$ cat config.mk
export PLATFORM = sky130hd
export DESIGN_NAME = phash_front
export DESIGN_NICKNAME = d
export VERILOG_FILES = /design/src/sv/phash_pkg.sv /design/src/sv/phash_front.sv
export SDC_FILE = /design/constraint.sdc
export NUM_CORES = 1
export LEC_CHECK = 0
export ABC_CLOCK_PERIOD_IN_PS = 2850
export BUFFER_PORTS_ARGS = -buffer_cell sky130_fd_sc_hd__buf_2
export CAP_MARGIN = 10
export CORE_MARGIN = 5
export CORE_UTILIZATION = 55
export DETAILED_ROUTE_END_ITERATION = 8
export MAX_ROUTING_LAYER = met4
export PLACE_DENSITY = 0.78
export SYNTH_ARGS = -nofsm -noshare
export SYNTH_HDL_FRONTEND = slang
export SYNTH_SLANG_ARGS = --single-unit
$ cat constraint.sdc
create_clock -name clk -period 2.85 [get_ports clk]
set_input_delay 0.285 -clock clk [delete_from_list [all_inputs] [get_ports clk]]
set_output_delay 0.285 -clock clk [all_outputs]
set_load 0.01 [all_outputs]
$ cat src/sv/phash_pkg.sv
// ----------------------------------------------------------------------------
// Pearson hash package
// Shared constants, item codes and structures of the 64-bit Pearson hash.
// ----------------------------------------------------------------------------
package phash_pkg;

  // Number of active lanes; the digest always carries room for eight.
  localparam int LANES     = 8;
  localparam int MAX_LANES = 8;
  localparam int BYTE_W    = 8;
  localparam int DIGEST_W  = MAX_LANES * BYTE_W;

  // Depth of the queue between front and back.
  localparam int QDEPTH = 4;
  localparam int QAW    = $clog2(QDEPTH);
  localparam int QCW    = QAW + 1;

  // Item kinds, decided by the front.
  localparam logic [1:0] KIND_WRITE  = 2'd0;
  localparam logic [1:0] KIND_SEED   = 2'd1;
  localparam logic [1:0] KIND_UPDATE = 2'd2;

  // One classified word held in the queue.
  typedef struct packed {
    logic [1:0]        kind;
    logic [BYTE_W-1:0] key;    // table index or message byte
    logic [BYTE_W-1:0] value;  // table value for a table write
    logic              last;   // ends a message
  } q_item_t;

  // Head of the queue as seen by the back.
  typedef struct packed {
    logic    valid;
    q_item_t item;
    logic [QCW-1:0] count;
  } q_port_t;

  // Status of the back.
  typedef struct packed {
    logic pop;
    logic pending;
  } back_stat_t;

endpackage

$ cat src/sv/phash_front.sv
// ----------------------------------------------------------------------------
// Pearson hash front
// Accepts input words, classifies them and holds them in a short queue.
// ----------------------------------------------------------------------------
module phash_front (
  input  logic                        clk,
  input  logic                        rst,
  input  logic                        in_valid,
  output logic                        in_stall,
  input  logic                        mode,
  input  logic [phash_pkg::BYTE_W-1:0] table_index,
  input  logic [phash_pkg::BYTE_W-1:0] table_value,
  input  logic [phash_pkg::BYTE_W-1:0] data_byte,
  input  logic                        first_byte,
  input  logic                        last_byte,
  input  logic                        pop,
  output phash_pkg::q_port_t          q
);
  import phash_pkg::*;

  q_item_t        entry [QDEPTH];
  q_item_t        item_in;
  logic [QAW-1:0] wptr;
  logic [QAW-1:0] rptr;
  logic [QCW-1:0] count;
  logic [QCW-1:0] count_next;
  logic           push;

  // Classify the incoming word.
  always_comb begin
    if (!mode) begin
      item_in.kind = KIND_WRITE;
    end else if (first_byte) begin
      item_in.kind = KIND_SEED;
    end else begin
      item_in.kind = KIND_UPDATE;
    end
    item_in.key   = mode ? data_byte : table_index;
    item_in.value = table_value;
    item_in.last  = mode & last_byte;
  end

  // The queue stalls the input only when it is full.
  assign in_stall = (count == QCW'(QDEPTH));
  assign push     = in_valid && !in_stall;

  always_comb begin
    count_next = count;
    if (push && !pop) begin
      count_next = count + QCW'(1);
    end else if (pop && !push) begin
      count_next = count - QCW'(1);
    end
  end

  // Pointers and fill count.
  always_ff @(posedge clk) begin
    if (rst) begin
      wptr  <= '0;
      rptr  <= '0;
      count <= '0;
    end else begin
      if (push) begin
        wptr <= wptr + QAW'(1);
      end
      if (pop) begin
        rptr <= rptr + QAW'(1);
      end
      count <= count_next;
    end
  end

  // Queue storage.
  always_ff @(posedge clk) begin
    if (push) begin
      entry[wptr] <= item_in;
    end
  end

  assign q.valid = (count != '0);
  assign q.item  = entry[rptr];
  assign q.count = count;

endmodule

==> results.txt, run 1 <==
Outcome -> finished, final reports clean
Startpoint types -> flop
Die area -> 0.00776 mm²
Crit path max fanout -> 6
Syn nets -> 196
Cell taking the most area after synthesis -> edfxtp_1
Largest family of logic cells by synthesized area -> multiplexers
Nets -> 260
Pwr dens -> 699 mW/mm²
Final worst path period share -> 79.0%
Area share of the largest cell type after synthesis -> 68.0%
Clock sinks -> 85
Area of the core -> 0.00592 mm²
Register area share after synthesis -> 73.4%
Leak Pwr -> 1.41 nW
Boundary pin count -> 55
Vias/cell -> 5.33
Post-Synth Adder-Cell Area -> 2.46%
Final setup viols -> 0
Post-route DRC violation count -> 0
Antenna violations before repair -> 0
CTS root buf -> clkbuf_8
1st-iter DRT viols -> 96
CTS max path bufs -> 2
WL/cell -> 17.5 µm
Most frequent cells in the layout -> edfxtp_1, buf_2, mux4_2
Critical Path AT -> 2530 ps
Worst path top cell family by delay -> simple AND/OR/NAND/NOR gates
Final hold viol count -> 0
Worst Skew -> 5.67 ps
WP buf/inv -> 1
DIE WIDTH -> 88.1 µm
Critical Path RT -> 3130 ps
Iteration count of the initial detailed-routing pass -> 4
Most used DFF post-synth -> edfxtp_1
Ranking of synthesized cells by area -> edfxtp_1, mux4_1, mux4_2
Pins Over Slew Limit -> 0
TritonCTS clock tree -> built
Number of synthesized flops with an enable pin -> 76
# fillers -> 409
Seq cells post-synth -> 85
Crit end category -> flop
Later-pin clock latency in the skew report -> 340 ps
N_diodes -> 0
GRT Overall Usage -> 15.7%
RSZ-0062 raised after global routing -> no
Max-Cap Viols -> 0
Mux share of post-synthesis cell area -> 17.0%
Routed via count -> 1616
Number of global-route vias before repair -> 1680
Crit-path slowest cell -> dfxtp_1
GPL Wtd Cong -> 0.757
H-tree depth -> 3
Starting density of the core -> 56.7%
Synthesized instance count -> 159
Hold crit path type -> in -> reg
Avg Inst Size Synth -> 21.1 µm²
Setup TNS -> 0 ps
Routed wire length -> 5310 µm
Die Y -> 88.1 µm
Grt ovf -> 0
Count of cell types in the netlist -> 24
Min cycle time layout -> 2250 ps
Clock transition at the registers of the reported paths -> 80 ps
Commonest non-fill, non-tap cell in the layout -> edfxtp_1
DP Wirelength -> 3420 µm
Cell Area, Synth -> 0.00335 mm²
# hold bufs at CTS -> 0
Post-Synth XOR/XNOR Area -> 1.04%
Worst-path cell chain -> nor3b_2 -> nor2_1 -> ha_1 -> inv_1 -> fa_1 -> xor2_1 -> or3_1 -> a21oi_1
Fmax -> 0.444 GHz
Post-synthesis compound-gate area fraction -> 0.597%
First-pass GRT wire length -> 8420 µm
Port Buffers -> 54
Crit path kind -> reg -> reg
Largest net degree at the start of global routing -> 20
Power Total -> 2.71 mW
Ys async rst share -> 0%
CTS buffer count -> 9
Layout cell share with drive strength beyond 1 -> 40.8%
Tightest Pin Transition -> 849 ps
Reg2reg setup slack -> 600 ps
Slew HR -> 43.3%
Simple-Gate Fraction of Synth Area -> 3.39%
Area delta synth->final -> 15.7%
Critical path's largest stage delay -> 450 ps
Site row count -> 28
Post-CTS Setup Repair Bufs -> 0
Post-CTS sizing -> 0
Maximum vdd drop -> 0.000430 V
Yosys warnings -> 0
ANT nets after route -> 0
## synth_stat cells, types with 3 or more instances
cell and n:
mux2_2 8, ha_1 5, inv_1 5, nor2_1 6
dfxtp_1 9, or3_1 3, xor2_1 3, edfxtp_1 76
and2_1 6, mux4_2 10, buf_2 3, mux4_1 9
## layout make-up
class / instances / area (µm²) / share of cell area (%)
clock buffers: 9 / 124 / 3.19
clock inverters: 7 / 50.0 / 1.29
inverters: 5 / 18.8 / 0.484
multi-input cells: 63 / 823 / 21.2
flip-flops and latches: 85 / 2460 / 63.5
well taps: 75 / 93.8 / 2.42
repair buffers: 59 / 308 / 7.93
## final timing paths
kind                         startpoint                     to  cells past startpoint
setup / recovery  count[0]$_SDFFE_PP0P_  count[2]$_SDFFE_PP0P_                      8
hold / removal           table_value[7]  entry[1][8]$_DFFE_PP_                      1
setup reg to reg  count[0]$_SDFFE_PP0P_  count[2]$_SDFFE_PP0P_                      8
hold reg to reg    wptr[1]$_SDFFE_PP0P_   wptr[1]$_SDFFE_PP0P_                      2
## state kept, by name (all words and copies together) (netlist names), named ones only
| signal | count |
|---|---|
| count | 3 |
| entry | 76 |
| rptr | 2 |
| wptr | 2 |
## power by group
group / internal (mW) / switching, mW
Combinational: 0.214 / 0.228
Clock: 0.317 / 0.411
Sequential: 1.48 / 0.0557
## metal layers
| metal | GRT usage [%] | routed length, µm | vias to the layer above |
|---|---|---|---|
| met2 | 24.8 | 2800 | 38 |
| met4 | 7.97 | 100 | 0 |
| met5 | - | 0 | - |
| met3 | 3.57 | 236 | 10 |
| li1 | - | - | 765 |
| met1 | 19.1 | 2170 | 803 |
## stage by stage
| step | std cells | setup WS [ps] | hold WS [ps] | cell area [µm²] | util, % |
|---|---|---|---|---|---|
| after floorplan | 159 | 747 | 384 | 3350 | - |
| after global placement | 287 | 762 | 485 | 3710 | 62.6 |
| after detailed placement | 287 | 650 | 503 | 3710 | 62.6 |
| after CTS | 303 | 608 | 130 | 3880 | 65.5 |
| after global routing | 303 | 471 | 124 | 3880 | 65.5 |
| final | 303 | 597 | 151 | 3880 | 65.5 |
## cells by family (layout without fill, tap and decap cells)
kind of cell               after synthesis  in the layout
DFF                                     85             85
and+or+nand+nor                         20             20
buffers and inverters                   11             80
xor gates and xnor gates                 4              4
muxes                                   29             29
AOI/OAI and AO/OA                        4              4
adders and majority gates                6              6
No activity file was read; power rests on OpenSTA's default activity.
==> run 2: changes to the inputs <==
--- a/config.mk
+++ b/config.mk
@@ -5,14 +5,15 @@
 export SDC_FILE = /design/constraint.sdc
 export NUM_CORES = 1
 export LEC_CHECK = 0
-export ABC_CLOCK_PERIOD_IN_PS = 2850
+export ABC_AREA = 1
+export ABC_CLOCK_PERIOD_IN_PS = 1900
 export BUFFER_PORTS_ARGS = -buffer_cell sky130_fd_sc_hd__buf_2
 export CAP_MARGIN = 10
 export CORE_MARGIN = 5
-export CORE_UTILIZATION = 55
+export CORE_UTILIZATION = 50
 export DETAILED_ROUTE_END_ITERATION = 8
 export MAX_ROUTING_LAYER = met4
-export PLACE_DENSITY = 0.78
+export PLACE_DENSITY = 0.75
 export SYNTH_ARGS = -nofsm -noshare
 export SYNTH_HDL_FRONTEND = slang
 export SYNTH_SLANG_ARGS = --single-unit
==> constraint.sdc (replaced) <==
create_clock -name clk -period 1.9 [get_ports clk]
set_input_delay 0.19 -clock clk [delete_from_list [all_inputs] [get_ports clk]]
set_output_delay 0.19 -clock clk [all_outputs]
set_load 0.01 [all_outputs]
==> run 2 against run 1 <==
  * Clock-buffer cell count unchanged
  * Synthesized cell count increased by 76%
  * Setup slack got worse by 470 ps
  * Core utilization decreased by 5.4 points
  * Cell count increased by 42%
  * Highest routed layer unchanged
  * Via count increased by 36%
  * Critical path depth decreased by 4
  * Hold slack got worse by 110 ps
  * Design area increased by 4.8%
  * Register-to-register slack got worse by 430 ps
  * Critical path type is now reg -> out
==> results.txt, run 2 <==
Leak Pwr -> 1.60 nW
DIE WIDTH -> 93.0 µm
WL/cell -> 14.8 µm
Nets -> 382
Site row count -> 30
Final setup viols -> 0
Pwr dens -> 1040 mW/mm²
Port Buffers -> 54
N_diodes -> 0
Top-count cell post-synth -> edfxtp_1
Largest net degree at the start of global routing -> 27
Area share of the largest cell type after synthesis -> 66.2%
Area of the core -> 0.00676 mm²
Routed via count -> 2197
TritonCTS clock tree -> built
Cell Area, Synth -> 0.00345 mm²
Most frequent cells in the layout -> edfxtp_1, buf_2, nor2_1, o21ai_0, nand2_1
Vias/cell -> 5.11
Ranking of synthesized cells by area -> edfxtp_1, o21ai_0, dfxtp_1
Slew HR -> 77.9%
Routed wire length -> 6350 µm
Fmax -> 0.564 GHz
Count of cell types in the netlist -> 23
Die Y -> 93.0 µm
Largest regs -> entry (76), count (3)
DP Wirelength -> 4180 µm
Yosys warnings -> 0
# fillers -> 534
Outcome -> finished, final reports clean
Min cycle time layout -> 1770 ps
Pins Over Slew Limit -> 0
Critical Path AT -> 1580 ps
Tightest Pin Transition -> 329 ps
RR Startpoint -> count[0]$_SDFFE_PP0P_
RSZ-0062 raised after global routing -> no
Final worst path period share -> 93.4%
CTS max path bufs -> 2
Worst Slack Setup Final -> 126 ps
Register area share after synthesis -> 71.4%
Most flops, register -> entry
1st-iter DRT viols -> 137
Commonest non-fill, non-tap cell in the layout -> edfxtp_1
Placed cell area -> 0.00384 mm²
Power Total -> 4.22 mW
Critical Path RT -> 1710 ps
Maximum vdd drop -> 0.000482 V
Post-route design area -> 0.00407 mm²
Largest register FFs -> 76
Synthesized instance count -> 280
Antenna violations before repair -> 0
GPL Wtd Cong -> 0.720
Avg Inst Size Synth -> 12.3 µm²
ANT nets after route -> 0
Clock transition at the registers of the reported paths -> 90 ps
CTS buffer count -> 9
Post-Place Setup Slack -> 176 ps
Post-synth top cells -> edfxtp_1, nor2_1, o21ai_0
Startpoint types -> flop
Number of global-route vias before repair -> 2177
Starting density of the core -> 51.0%
Max-Cap Viols -> 0
CTS root buf -> clkbuf_8
Iteration count of the initial detailed-routing pass -> 4
Post-route DRC violation count -> 0
Cell taking the most area after synthesis -> edfxtp_1
H-tree depth -> 3
Ys async rst share -> 0%
Crit end category -> output pin
Crit path max fanout -> 26
Hold Startpoint -> table_value[7]
Worst Skew -> 11.6 ps
Clock sinks -> 85
First-pass GRT wire length -> 10300 µm
Die area -> 0.00865 mm²
Final hold viol count -> 0
Layout cell share with drive strength beyond 1 -> 27.1%
Later-pin clock latency in the skew report -> 350 ps
Area delta synth->final -> 17.9%
Crit path kind -> reg -> out
Boundary pin count -> 55
Hold crit path type -> in -> reg
GRT Overall Usage -> 16.2%
Most used DFF post-synth -> edfxtp_1
Seq cells post-synth -> 85
Number of synthesized flops with an enable pin -> 76
Syn nets -> 317
# hold bufs at CTS -> 0
Grt ovf -> 0
==> run 2: area by class of cell <==
cell class,count,area [µm²],area share (%)
clock buffers,9,124,3.05
clock inverters,7,98.8,2.43
inverters,23,88.8,2.19
multi-input cells,160,803,19.8
flip-flops and latches,85,2460,60.6
well taps,80,100,2.46
repair buffers,66,385,9.48
==> run 2: critical path: stages, from the launching register on <==
cell     delay [ps]
dfxtp_1         400
buf_4           300
o21ai_0         140
o22ai_1         210
buf_2           170
==> run 2: metrics by stage <==
step	TNS [ps]	utilization, %	hold WS (ps)	instances
6_report	0	60.2	40.6	430
3_5_place_dp	0	56.8	406	414
5_1_grt	0	60.2	20.3	430
2_1_floorplan	-10250	-	289	280
3_3_place_gp	0	56.8	405	414
4_1_cts	0	60.1	25.3	430
==> run 2: cells by family after synthesis <==
logic type | count (synthesis) | share of synthesized area [%]
fa+ha+maj | 6 | 2.40
buf+inv | 35 | 5.55
simple gates | 88 | 10.1
compound gates | 66 | 10.5
flops | 85 | 71.4
==> run 2: worst paths after layout <==
check	slack, ps	end	cells past startpoint
worst max-delay path	130	q[14]	4
worst min-delay path	40	entry[3][8]$_DFFE_PP_	1
worst max register to register	170	count[2]$_SDFFE_PP0P_	13
worst min register to register	440	flop	1
==> run 2: power breakdown <==
| part | total, mW | leakage [nW] | switching [mW] | internal (mW) |
|---|---|---|---|---|
| Combinational | 0.593 | 0.716 | 0.367 | 0.226 |
| Clock | 1.39 | 0.110 | 0.646 | 0.746 |
| Sequential | 2.23 | 0.775 | 0.0466 | 2.19 |
| Total | 4.22 | 1.60 | 1.06 | 3.16 |
==> run 2: metal layers <==
layer,GRT usage (%),up-vias,wire [µm]
met1,19.0,1027,2650
met5,-,-,0
li1,-,1113,-
met3,4.67,6,345
met2,26.4,51,3310
met4,6.59,0,46
==> run 2: repair_timing <==
item / CTS / global route
endpoints found under the setup margin: 0 / 5
setup buffers: 0 / 0
gates resized for setup: 0 / 3
